**config.mk**
```make
export PLATFORM = sky130hd
export DESIGN_NAME = rotary_encoder_button_decoder_top
export DESIGN_NICKNAME = d
export VERILOG_FILES = /design/src/sv/rebd_pkg.sv /design/src/sv/rebd_enc.sv /design/src/sv/rebd_push.sv /design/src/sv/rotary_encoder_button_decoder_top.sv
export SDC_FILE = /design/constraint.sdc
export NUM_CORES = 1
export LEC_CHECK = 0
export BUFFER_PORTS_ARGS = -buffer_cell sky130_fd_sc_hd__buf_4
export CAP_MARGIN = 20
export CORE_MARGIN = 2
export CORE_UTILIZATION = 30
export CTS_CLUSTER_SIZE = 20
export DETAILED_ROUTE_END_ITERATION = 12
export SETUP_SLACK_MARGIN = 0.4
export SYNTH_ARGS = -nofsm -noshare
export SYNTH_HDL_FRONTEND = slang
export SYNTH_SLANG_ARGS = --single-unit
```
**constraint.sdc**
```tcl
create_clock -name clk -period 5.2 [get_ports clk]
set_clock_uncertainty 0.05 [all_clocks]
set_input_delay 1.04 -clock clk [delete_from_list [all_inputs] [get_ports clk]]
set_output_delay 1.04 -clock clk [all_outputs]
set_load 0.02 [all_outputs]
```
**src/sv/rebd_pkg.sv**
```systemverilog
// ----------------------------------------------------------------------------
// rebd_pkg
// Shared types, codes and the full-step decode table for the rotary
// encoder / push button decoder.
// ----------------------------------------------------------------------------
package rebd_pkg;

	localparam int COUNT_BITS_DEF = 16;

	// request mode codes
	localparam logic [1:0] MODE_ENC  = 2'd0;
	localparam logic [1:0] MODE_PUSH = 2'd1;
	localparam logic [1:0] MODE_READ = 2'd2;

	// step direction codes
	localparam logic [1:0] DIR_STILL = 2'd0;
	localparam logic [1:0] DIR_CW    = 2'd1;
	localparam logic [1:0] DIR_CCW   = 2'd2;

	// event flag bit positions
	localparam int FLAG_SHORT = 0;
	localparam int FLAG_LONG  = 1;
	localparam int FLAG_ROT   = 2;

	// configuration register indexes
	localparam logic CFG_LONG  = 1'b0;
	localparam logic CFG_SHORT = 1'b1;

	localparam logic [15:0] LONG_PRESS_RST  = 16'd1000;
	localparam logic [15:0] SHORT_PRESS_RST = 16'd8;

	// table entry: emit code in [5:4], next state in [2:0]
	localparam logic [1:0] EMIT_NONE = 2'b00;
	localparam logic [1:0] EMIT_CW   = 2'b01;
	localparam logic [1:0] EMIT_CCW  = 2'b10;

	localparam logic [5:0] E_CW  = 6'h10;
	localparam logic [5:0] E_CCW = 6'h20;

	// rows: current state, columns: pins {a, b}
	localparam logic [5:0] STEP_TABLE [0:7][0:3] = '{
		'{6'h0, 6'h2, 6'h4, 6'h0},
		'{6'h3, 6'h0, 6'h1, E_CW},
		'{6'h3, 6'h2, 6'h0, 6'h0},
		'{6'h3, 6'h2, 6'h1, 6'h0},
		'{6'h6, 6'h0, 6'h4, 6'h0},
		'{6'h6, 6'h5, 6'h0, E_CCW},
		'{6'h6, 6'h5, 6'h4, 6'h0},
		'{6'h0, 6'h2, 6'h4, 6'h0}
	};

	typedef struct packed {
		logic [1:0]  mode;
		logic        pin_a;
		logic        pin_b;
		logic        push_level;
		logic [31:0] time_ms;
	} in_req_t;

	typedef struct packed {
		logic [1:0]         step_dir;
		logic signed [15:0] count_value;
		logic [2:0]         event_flags;
	} out_res_t;

	typedef struct packed {
		logic [1:0] dir;
		logic [2:0] next_state;
		logic       rot;
	} enc_upd_t;

	typedef struct packed {
		logic short_hit;
		logic long_hit;
	} press_upd_t;

endpackage

```
**src/sv/rebd_enc.sv**
```systemverilog
// ----------------------------------------------------------------------------
// rebd_enc
// Full-step quadrature table decode and saturating step count update.
// ----------------------------------------------------------------------------
module rebd_enc #(
	parameter int COUNT_BITS = rebd_pkg::COUNT_BITS_DEF
) (
	input  logic [2:0]            state,
	input  logic                  pin_a,
	input  logic                  pin_b,
	input  logic [COUNT_BITS-1:0] count,
	output rebd_pkg::enc_upd_t    upd,
	output logic [COUNT_BITS-1:0] count_next
);

	localparam logic [COUNT_BITS-1:0] CNT_MAX = {1'b0, {(COUNT_BITS-1){1'b1}}};
	localparam logic [COUNT_BITS-1:0] CNT_MIN = {1'b1, {(COUNT_BITS-1){1'b0}}};
	localparam logic [COUNT_BITS-1:0] CNT_ONE = {{(COUNT_BITS-1){1'b0}}, 1'b1};

	logic [5:0] entry;
	logic [1:0] emit;

	always_comb begin
		entry = rebd_pkg::STEP_TABLE[state][{pin_a, pin_b}];
		emit = entry[5:4];
		upd.next_state = entry[2:0];
		upd.dir = rebd_pkg::DIR_STILL;
		upd.rot = 1'b0;
		count_next = count;
		case (emit)
			rebd_pkg::EMIT_CCW: begin
				upd.dir = rebd_pkg::DIR_CCW;
				upd.rot = 1'b1;
				if (count != CNT_MAX) begin
					count_next = count + CNT_ONE;
				end
			end
			rebd_pkg::EMIT_CW: begin
				upd.dir = rebd_pkg::DIR_CW;
				upd.rot = 1'b1;
				if (count != CNT_MIN) begin
					count_next = count - CNT_ONE;
				end
			end
			default: begin
				upd.dir = rebd_pkg::DIR_STILL;
			end
		endcase
	end

endmodule

```
**src/sv/rebd_push.sv**
```systemverilog
// ----------------------------------------------------------------------------
// rebd_push
// Hold time measurement on button release against the press limits.
// ----------------------------------------------------------------------------
module rebd_push (
	input  logic [31:0]          time_ms,
	input  logic [31:0]          press_start,
	input  logic [15:0]          long_press_ms,
	input  logic [15:0]          short_press_ms,
	output rebd_pkg::press_upd_t upd
);

	logic [31:0] held;

	always_comb begin
		// modulo 2^32 so a wrapped time stamp still measures right
		held = time_ms - press_start;
		upd.long_hit = held > {16'd0, long_press_ms};
		upd.short_hit = !upd.long_hit && (held > {16'd0, short_press_ms});
	end

endmodule

```
**src/sv/rotary_encoder_button_decoder_top.sv**
```systemverilog
// ----------------------------------------------------------------------------
// rotary_encoder_button_decoder_top
// Rotary encoder step decoder with push button press timing.
// ----------------------------------------------------------------------------
// Requests enter on in_valid / in_stall as in_data: an encoder pin change, a
// push pin edge with its millisecond time stamp, or a read that returns the
// count and event flags and then clears both. Every request gives exactly
// one result on out_valid / out_stall as out_data.
// A request taken is held in the input register; when it fires, the table
// step, count update and press compare run and load the result register,
// which raises out_valid. One request per cycle is sustained while the
// receiver does not stall: the input register and the result register both
// hold a request, so a new one is taken while a result waits.
// When the receiver stalls, the result holds; the input register still
// takes one more request, and in_stall rises only once both are full.
// Reset clears the encoder state, count, flags and press start and sets the
// press limits to 1000 ms and 8 ms. Limits are written on cfg_we with
// cfg_index 0 for the long limit and 1 for the short limit.
// ----------------------------------------------------------------------------
module rotary_encoder_button_decoder_top #(
	parameter int COUNT_BITS = rebd_pkg::COUNT_BITS_DEF
) (
	input  logic              clk,
	input  logic              arst_n,
	input  logic              in_valid,
	output logic              in_stall,
	input  rebd_pkg::in_req_t in_data,
	output logic              out_valid,
	input  logic              out_stall,
	output rebd_pkg::out_res_t out_data,
	input  logic              cfg_we,
	input  logic              cfg_index,
	input  logic [15:0]       cfg_data
);

	rebd_pkg::in_req_t    req_s1;
	logic                 valid_s1;
	logic                 out_valid_q;
	rebd_pkg::out_res_t   out_data_q;

	logic [2:0]            enc_state_q;
	logic [COUNT_BITS-1:0] count_q;
	logic [31:0]           press_start_q;
	logic [2:0]            flags_q;
	logic [15:0]           long_press_q;
	logic [15:0]           short_press_q;

	rebd_pkg::enc_upd_t    enc_upd;
	rebd_pkg::press_upd_t  press_upd;
	logic [COUNT_BITS-1:0] enc_count;

	logic                  fire;
	logic                  accept;
	logic                  is_enc;
	logic                  is_push;
	logic                  is_read;
	logic                  is_release;
	logic [COUNT_BITS-1:0] count_new;
	logic [2:0]            flags_new;
	logic signed [31:0]    count_ext;
	rebd_pkg::out_res_t    res;

	rebd_enc #(
		.COUNT_BITS(COUNT_BITS)
	) u_enc (
		.state      (enc_state_q),
		.pin_a      (req_s1.pin_a),
		.pin_b      (req_s1.pin_b),
		.count      (count_q),
		.upd        (enc_upd),
		.count_next (enc_count)
	);

	rebd_push u_push (
		.time_ms        (req_s1.time_ms),
		.press_start    (press_start_q),
		.long_press_ms  (long_press_q),
		.short_press_ms (short_press_q),
		.upd            (press_upd)
	);

	assign fire = valid_s1 && (!out_valid_q || !out_stall);
	assign in_stall = valid_s1 && !fire;
	assign accept = in_valid && !in_stall;
	assign out_valid = out_valid_q;
	assign out_data = out_data_q;

	always_comb begin
		is_enc = req_s1.mode == rebd_pkg::MODE_ENC;
		is_push = req_s1.mode == rebd_pkg::MODE_PUSH;
		is_read = req_s1.mode == rebd_pkg::MODE_READ;
		is_release = is_push && req_s1.push_level;

		count_new = is_enc ? enc_count : count_q;
		flags_new = flags_q;
		if (is_enc && enc_upd.rot) begin
			flags_new[rebd_pkg::FLAG_ROT] = 1'b1;
		end
		if (is_release && press_upd.long_hit) begin
			flags_new[rebd_pkg::FLAG_LONG] = 1'b1;
		end
		if (is_release && press_upd.short_hit) begin
			flags_new[rebd_pkg::FLAG_SHORT] = 1'b1;
		end

		// sign extend so a narrow count still reads as 16-bit two's complement
		count_ext = 32'(signed'(count_new));
		res.step_dir = is_enc ? enc_upd.dir : rebd_pkg::DIR_STILL;
		res.count_value = signed'(count_ext[15:0]);
		res.event_flags = flags_new;
	end

	always_ff @(posedge clk or negedge arst_n) begin
		if (!arst_n) begin
			valid_s1 <= 1'b0;
			out_valid_q <= 1'b0;
			enc_state_q <= 3'd0;
			count_q <= '0;
			press_start_q <= 32'd0;
			flags_q <= 3'd0;
			long_press_q <= rebd_pkg::LONG_PRESS_RST;
			short_press_q <= rebd_pkg::SHORT_PRESS_RST;
		end else begin
			if (accept) begin
				valid_s1 <= 1'b1;
			end else if (fire) begin
				valid_s1 <= 1'b0;
			end

			if (fire) begin
				out_valid_q <= 1'b1;
			end else if (!out_stall) begin
				out_valid_q <= 1'b0;
			end

			if (fire) begin
				if (is_enc) begin
					enc_state_q <= enc_upd.next_state;
				end
				if (is_push && !req_s1.push_level) begin
					press_start_q <= req_s1.time_ms;
				end
				count_q <= is_read ? '0 : count_new;
				flags_q <= is_read ? 3'd0 : flags_new;
			end

			if (cfg_we) begin
				case (cfg_index)
					rebd_pkg::CFG_LONG: begin
						long_press_q <= cfg_data;
					end
					rebd_pkg::CFG_SHORT: begin
						short_press_q <= cfg_data;
					end
					default: begin
						long_press_q <= long_press_q;
					end
				endcase
			end
		end
	end

	always_ff @(posedge clk) begin
		if (accept) begin
			req_s1 <= in_data;
		end
		if (fire) begin
			out_data_q <= res;
		end
	end

endmodule
```
== Yosys cells after proc, flatten, opt, wreduce, memory -nomap -nowiden ==
Memories as Yosys holds them, arrays and structs flattened.
Cells that the tools add are included.
Widths: inputs -> output; s select.

* ROM bits: 192
* Memories kept: 1
* Input port bits: 59
* Logic and storage cells: 77
* Register bits after elaboration: 146

{| class="wikitable"
|+ Memory list
! memory !! depth !! bits a word !! rd ports !! clocked after memory_dff !! write ports !! RTL line !! text
|-
| (no name shown) || 8 || 24 || 1 || 0 || 0 || rebd_enc.sv:24 || <nowiki>entry = rebd_pkg::STEP_TABLE[state][{pin_a, pin_b}];</nowiki>
|}

* Reduce and logical (&&, ||, !) cells: 23
* Equality and inequality tests: 7
* Muxes and demuxes: 20
* $lt $le $gt $ge: 4
* Bitwise gates (word level): 3
* $add $sub $neg: 3

{| class="wikitable"
|+ Operator list
! operator !! number
|-
| $gt 32x16->1 || 2
|-
| $mux 16 || 4
|-
| $mux 24 || 2
|-
| $pmux 16 s2 || 1
|-
| $sub 32x32->32 || 1
|-
| $add 16x1->16 const B || 1
|-
| $ne 16x15->1 const B || 1
|-
| $ne 16x16->1 const B || 1
|-
| $sub 16x1->16 const B || 1
|-
| $bmux 6 s2 || 1
|-
| $mux 6 || 2
|-
| $logic_and 1x1->1 || 9
|-
| $mux 1 || 8
|-
| $reduce_and 2->1 || 4
|-
| $logic_not 1->1 || 6
|-
| $eq 2x1->1 const B || 2
|-
| $eq 2x2->1 const B || 2
|-
| $ge 4x4->1 const B || 1
|-
| $not 3->4 || 1
|-
| $pmux 2 s2 || 1
|-
| $ge 3x3->1 const B || 1
|-
| $mux 3 || 1
|-
| $not 2->3 || 1
|-
| $logic_not 2->1 || 1
|-
| 5 further kinds || 5
|}

== Longest topological paths before layout ==
* Word-level depth: 13
* Mapped depth: 21

== Hierarchy ==
From an unflattened synthesis, not the netlist that was laid out.

* Cells, all modules: 927
* Area, all modules: 9843.2 um^2

{| class="wikitable"
|+ By module, submodules not included
! module !! cells each !! area each (um^2) !! times used
|-
| rotary_encoder_button_decoder_top || 297 || 5616.6 || 1
|-
| rebd_push || 432 || 2946.6 || 1
|-
| rebd_enc || 198 || 1280.0 || 1
|}

== Worst setup path before layout ==
No wires, ideal clock.

* Kind: register -> register
* From: register press_start_q[0]
* To: register flags_q[0]
* Stages on the path, launching flop included: 19
* Slack: 863 ps
* Data required time: 5054 ps
* Arrival time: 4191 ps
* Buffers on the path: 0
* Cells stage by stage: dfrtp_1 > ha_1 > fa_1 > nand2b_1 > a21oi_1 > nor2_1 > o21ai_0 > inv_1 > o21ai_0 > xor2_1 > ha_1 > nand4_1 > or4_1 > o22ai_4 > nand2_1 > or4_4 > nor4_2 > nand4b_1 > o31ai_1

* Longest elaborated chain between the ends: 7
* Elaborated cells between the ends (all ways): 8
* Those cells by class: 1 x add/sub; 2 x order compare; 2 x mux; 3 x reduce/logical

{| class="wikitable"
|+ Ends and longest elaborated chain
! what !! RTL line !! text
|-
| start: declaration || rotary_encoder_button_decoder_top.sv:43 || <nowiki>logic [31:0] press_start_q;</nowiki>
|-
| start signal: assignment || rotary_encoder_button_decoder_top.sv:141 || <nowiki>press_start_q <= req_s1.time_ms;</nowiki>
|-
| $sub 32x32->32 (*) || rebd_push.sv:17 || <nowiki>held = time_ms - press_start;</nowiki>
|-
| $gt 32x16->1 || rebd_push.sv:18 || <nowiki>upd.long_hit = held > {16'd0, long_press_ms};</nowiki>
|-
| $logic_not 1->1 || rebd_push.sv:19 || <nowiki>upd.short_hit = !upd.long_hit && (held > {16'd0, short_press_ms});</nowiki>
|-
| $logic_and 1x1->1 (*) || rebd_push.sv:19 ||
|-
| $logic_and 1x1->1 (*) || rotary_encoder_button_decoder_top.sv:102 || <nowiki>if (is_release && press_upd.short_hit) begin</nowiki>
|-
| $mux 1 (*) || rotary_encoder_button_decoder_top.sv:102 ||
|-
| $mux 3 (*) || rotary_encoder_button_decoder_top.sv:144 || <nowiki>flags_q <= is_read ? 3'd0 : flags_new;</nowiki>
|-
| end signal: assignment || rotary_encoder_button_decoder_top.sv:144 ||
|-
| end: declaration || rotary_encoder_button_decoder_top.sv:44 || <nowiki>logic [2:0] flags_q;</nowiki>
|}

Mark *: on every way between the ends. The rest lies on a longest branch, timed or not.
A chain may end at the register's enable or synchronous reset.

== Worst setup path after layout ==
Same ends and word-level chain as after synthesis.

==> impl_results.md <==
- Gr ovfl total: 0
- Internal Power: 0.00293 W
- RSZ-0062 raised after global routing: no
- Combinational Power Share: 41.1%
- Port buffer count: 81
- Synth Area in Adders: 9.79%
- Total global routing track utilization: 13.6%
- Final hold violations: 0
- Clk Latency, worst-skew pair: 420 ps
- # diodes: 0
- Syn avg cell area: 9.71 sq um
- Synth top area cells: dfrtp_1, edfxtp_1, ha_1
- Synthesized instance count: 956
- Seq pwr share: 31.4%
- TritonCTS buffer count: 17
- Post-synthesis register bit count: 146
- Slew @ Worst Pin: 1010 ps
- Status: finished clean
- Setup crit start kind: flip-flop
- Arr. time, crit path: 4710 ps
- Yosys warning count: 0
- Number of max-slew violations in the final report: 0
- Crit-path max FO: 3
- Row count: 64
- Clock-pin slew on the worst setup and hold paths: 70 ps
- Async SR Flop Fraction: 60.3%
- Initial Utilization: 30.4%
- Post-synth EDFFs: 58
- Final period utilization: 85.5%
- Tmin final: 4440 ps
- Sw power: 0.00169 W
- Wire per inst: 15.3 um
- Leak pwr: 4.66 nW
- Layout area overhead: 17.2%
- Clock sink total: 146
- Via count: 7222
- Yosys top cell area share: 21.8%
- Final setup vio count: 0
- Routed Antenna Nets: 0
- Dominant cell type by area after synthesis: dfrtp_1
- Distinct cells, synth: 85
- Post-Synth XOR/XNOR Area: 2.27%
- Largest family of logic cells by synthesized area: compound AO/OA/AOI/OAI gates
- DRC Markers: 0
- First-pass GRT wire length: 35900 um
- Sequential area share after synthesis: 42.6%
- Layout cells sized above 1: 19.6%
- Vias in the first global route: 7077
- Drt total wl: 21900 um
- Synth Area in Compound Gates: 18.8%
- Clock buffer depth: 2
- HPWL after DPL: 16200 um
- Synthesized area: 9280 sq um
- Post-Route Setup TNS: 0 ps
- Core box area: 30500 sq um
- Final nets: 1155
- Die footprint: 32400 sq um
- Largest net degree at the start of global routing: 60
- Fmax: 0.225 GHz
- Setup crit end kind: flip-flop
- Final Hold Slack: 444 ps
- CTS root buf: clkbuf_16
- Max Cap Viol: 0
- Synth Area in Simple Gates: 14.6%
- Final GP Congestion: 0.877
- WP data required: 5470 ps
- Most used DFF post-synth: dfrtp_1
- TritonRoute pass-1 iters: 4
- WS Path Type: reg -> reg
- TritonCTS clock tree: built
- Min-Delay Path Class: reg -> reg
- Via-to-Cell Ratio: 5.04
- Power density over cell area: 425 nW/um^2
- Die W: 180 um
- Switching share of power: 36.5%
- Die Height: 180 um
- H-tree depth: 4
- Rel. slew slack: 33.0%
- # IOs: 82
- Post-synthesis mux area share: 6.03%
- Peak supply drop: 0.000225 V
- Initial antenna violation count: 0
- 1st-iter DRT viols: 416
- Clk pwr share: 27.5%
- Syn nets: 1087
synthesized netlist by cell type (5+ instances only):
cell type  count
nor3b_1        5
nand3_1       25
a211oi_1      10
edfxtp_1      58
xor2_1         9
or3_1         10
inv_1         88
o21ai_1        8
nand2b_1       8
dfstp_2        7
xnor2_1       15
and3_1         6
nor2b_1        6
nor3_1        20
mux2_2        47
a21oi_1       70
o31ai_1        5
ha_1          71
a21o_1        19
nand4_1       22
o21ai_0       64
buf_2         11
a22o_1        12
nor2_1        50
clkbuf_1      22
nand2_1       89
dfrtp_1       81
o21a_1        11
o211ai_1      11
repair_timing:
| item | in CTS | in global routing |
|---|---|---|
| endpoints found under the setup margin | 1 | 4 |
| endpoints found under the hold margin | 0 | 0 |
| setup buffers | 1 | 1 |
| gates resized for setup | 1 | 7 |
| pin swaps | 0 | 5 |
| hold buffers | 0 | 0 |
cell type report:
type / count / area, sq um
fillers: 3041 / 19600
multi-input cells: 679 / 4800
flip-flops and latches: 146 / 3950
repair buffers: 89 / 676
well taps: 396 / 495
clock buffers: 19 / 443
inverters: 91 / 342
clock inverters: 13 / 159
power by group through the flow:
stage,sequential (W),clock (W),combinational (W)
2_1_floorplan,0.00146,0,0.00142
3_3_place_gp,0.00146,0,0.00184
3_5_place_dp,0.00147,0,0.00186
4_1_cts,0.00145,0.00130,0.00188
5_1_grt,0.00147,0.00135,0.00216
6_report,0.00145,0.00127,0.00190
kinds of logic (layout without fill, tap and decap cells):
logic type / count (synthesis) / count (layout)
mux: 50 / 50
buf+inv: 131 / 212
compound gates: 262 / 262
fa+ha+maj: 72 / 72
flops: 146 / 146
simple gates: 271 / 271
xor+xnor: 24 / 24
worst max-delay path, cell delays in order, from the launching register on:
cell      delay (ps)
dfrtp_1          380
ha_1             210
fa_1             390
nand2b_1         190
a21oi_2          210
nor2_1           110
o21ai_2          150
inv_1             80
o21ai_2          170
xor2_2           100
ha_1             340
nand4_1          120
or4_4            520
o22ai_4          200
nand2_1           70
or4_4            510
nor4_2           140
nand4b_1         150
o31ai_1          260
path summary, 6_finish.rpt:
| kind | start | to | slack (ps) | depth (start not counted) |
|---|---|---|---|---|
| max in group asynchronous | arst_n | enc_state_q[2] | 3510 | 2 |
| hold reg to reg | valid_s1 | out_valid | 440 | 1 |
| setup / recovery | press_start_q[0] | flags_q[0] | 760 | 18 |
| setup reg to reg | press_start_q[0] | flags_q[0] | 760 | 18 |
| min in group asynchronous | arst_n | long_press_q[4] | 660 | 1 |
| hold / removal | valid_s1 | out_valid | 440 | 1 |
flip-flops by register name, indices dropped and copies added, names as in the netlist:
signal / cells
count_q: 16
req_s1: 37
out_data: 21
enc_state_q: 3
long_press_q: 16
short_press_q: 16
flags_q: 3
valid_s1: 1
out_valid: 1
press_start_q: 32
cell usage in the layout, fill, tap and decap left out, drive strengths merged, types with 7 or more instances in the layout:
cell and count:
a211oi 11, a21o 20, a21oi 72, a22o 12, buf 89, clkbuf 19
clkinv 7, dfrtp 81, dfstp 7, edfxtp 58, ha 71, inv 92
mux2 47, nand2 89, nand2b 8, nand3 25, nand4 23, nor2 50
nor3 20, o211ai 11, o21a 11, o21ai 73, or3 10, xnor2 15
xor2 9
through the flow:
| step | cell area, sq um | utilization [%] | total power, W | setup WS [ps] | instances |
|---|---|---|---|---|---|
| finish | 10900 | 35.6 | 0.00462 | 756 | 1433 |
| detailed placement | 10200 | 33.5 | 0.00333 | 397 | 1398 |
| global placement | 10200 | 33.5 | 0.00330 | 571 | 1398 |
| CTS | 10800 | 35.5 | 0.00464 | 484 | 1431 |
| floorplan | 9280 | - | 0.00288 | 863 | 956 |
| global route | 10900 | 35.6 | 0.00497 | 393 | 1433 |
routing by layer:
metal  GRT usage (%)  share of wire [%]  vias to the layer above
met4            4.91                2.3                        0
met2            22.3                 47                      166
met1            17.7                 47                     3414
met3            3.10                4.0                       28
li1                -                  -                     3614
met5               0                  0                        -
(Power assumes the default switching activity.)
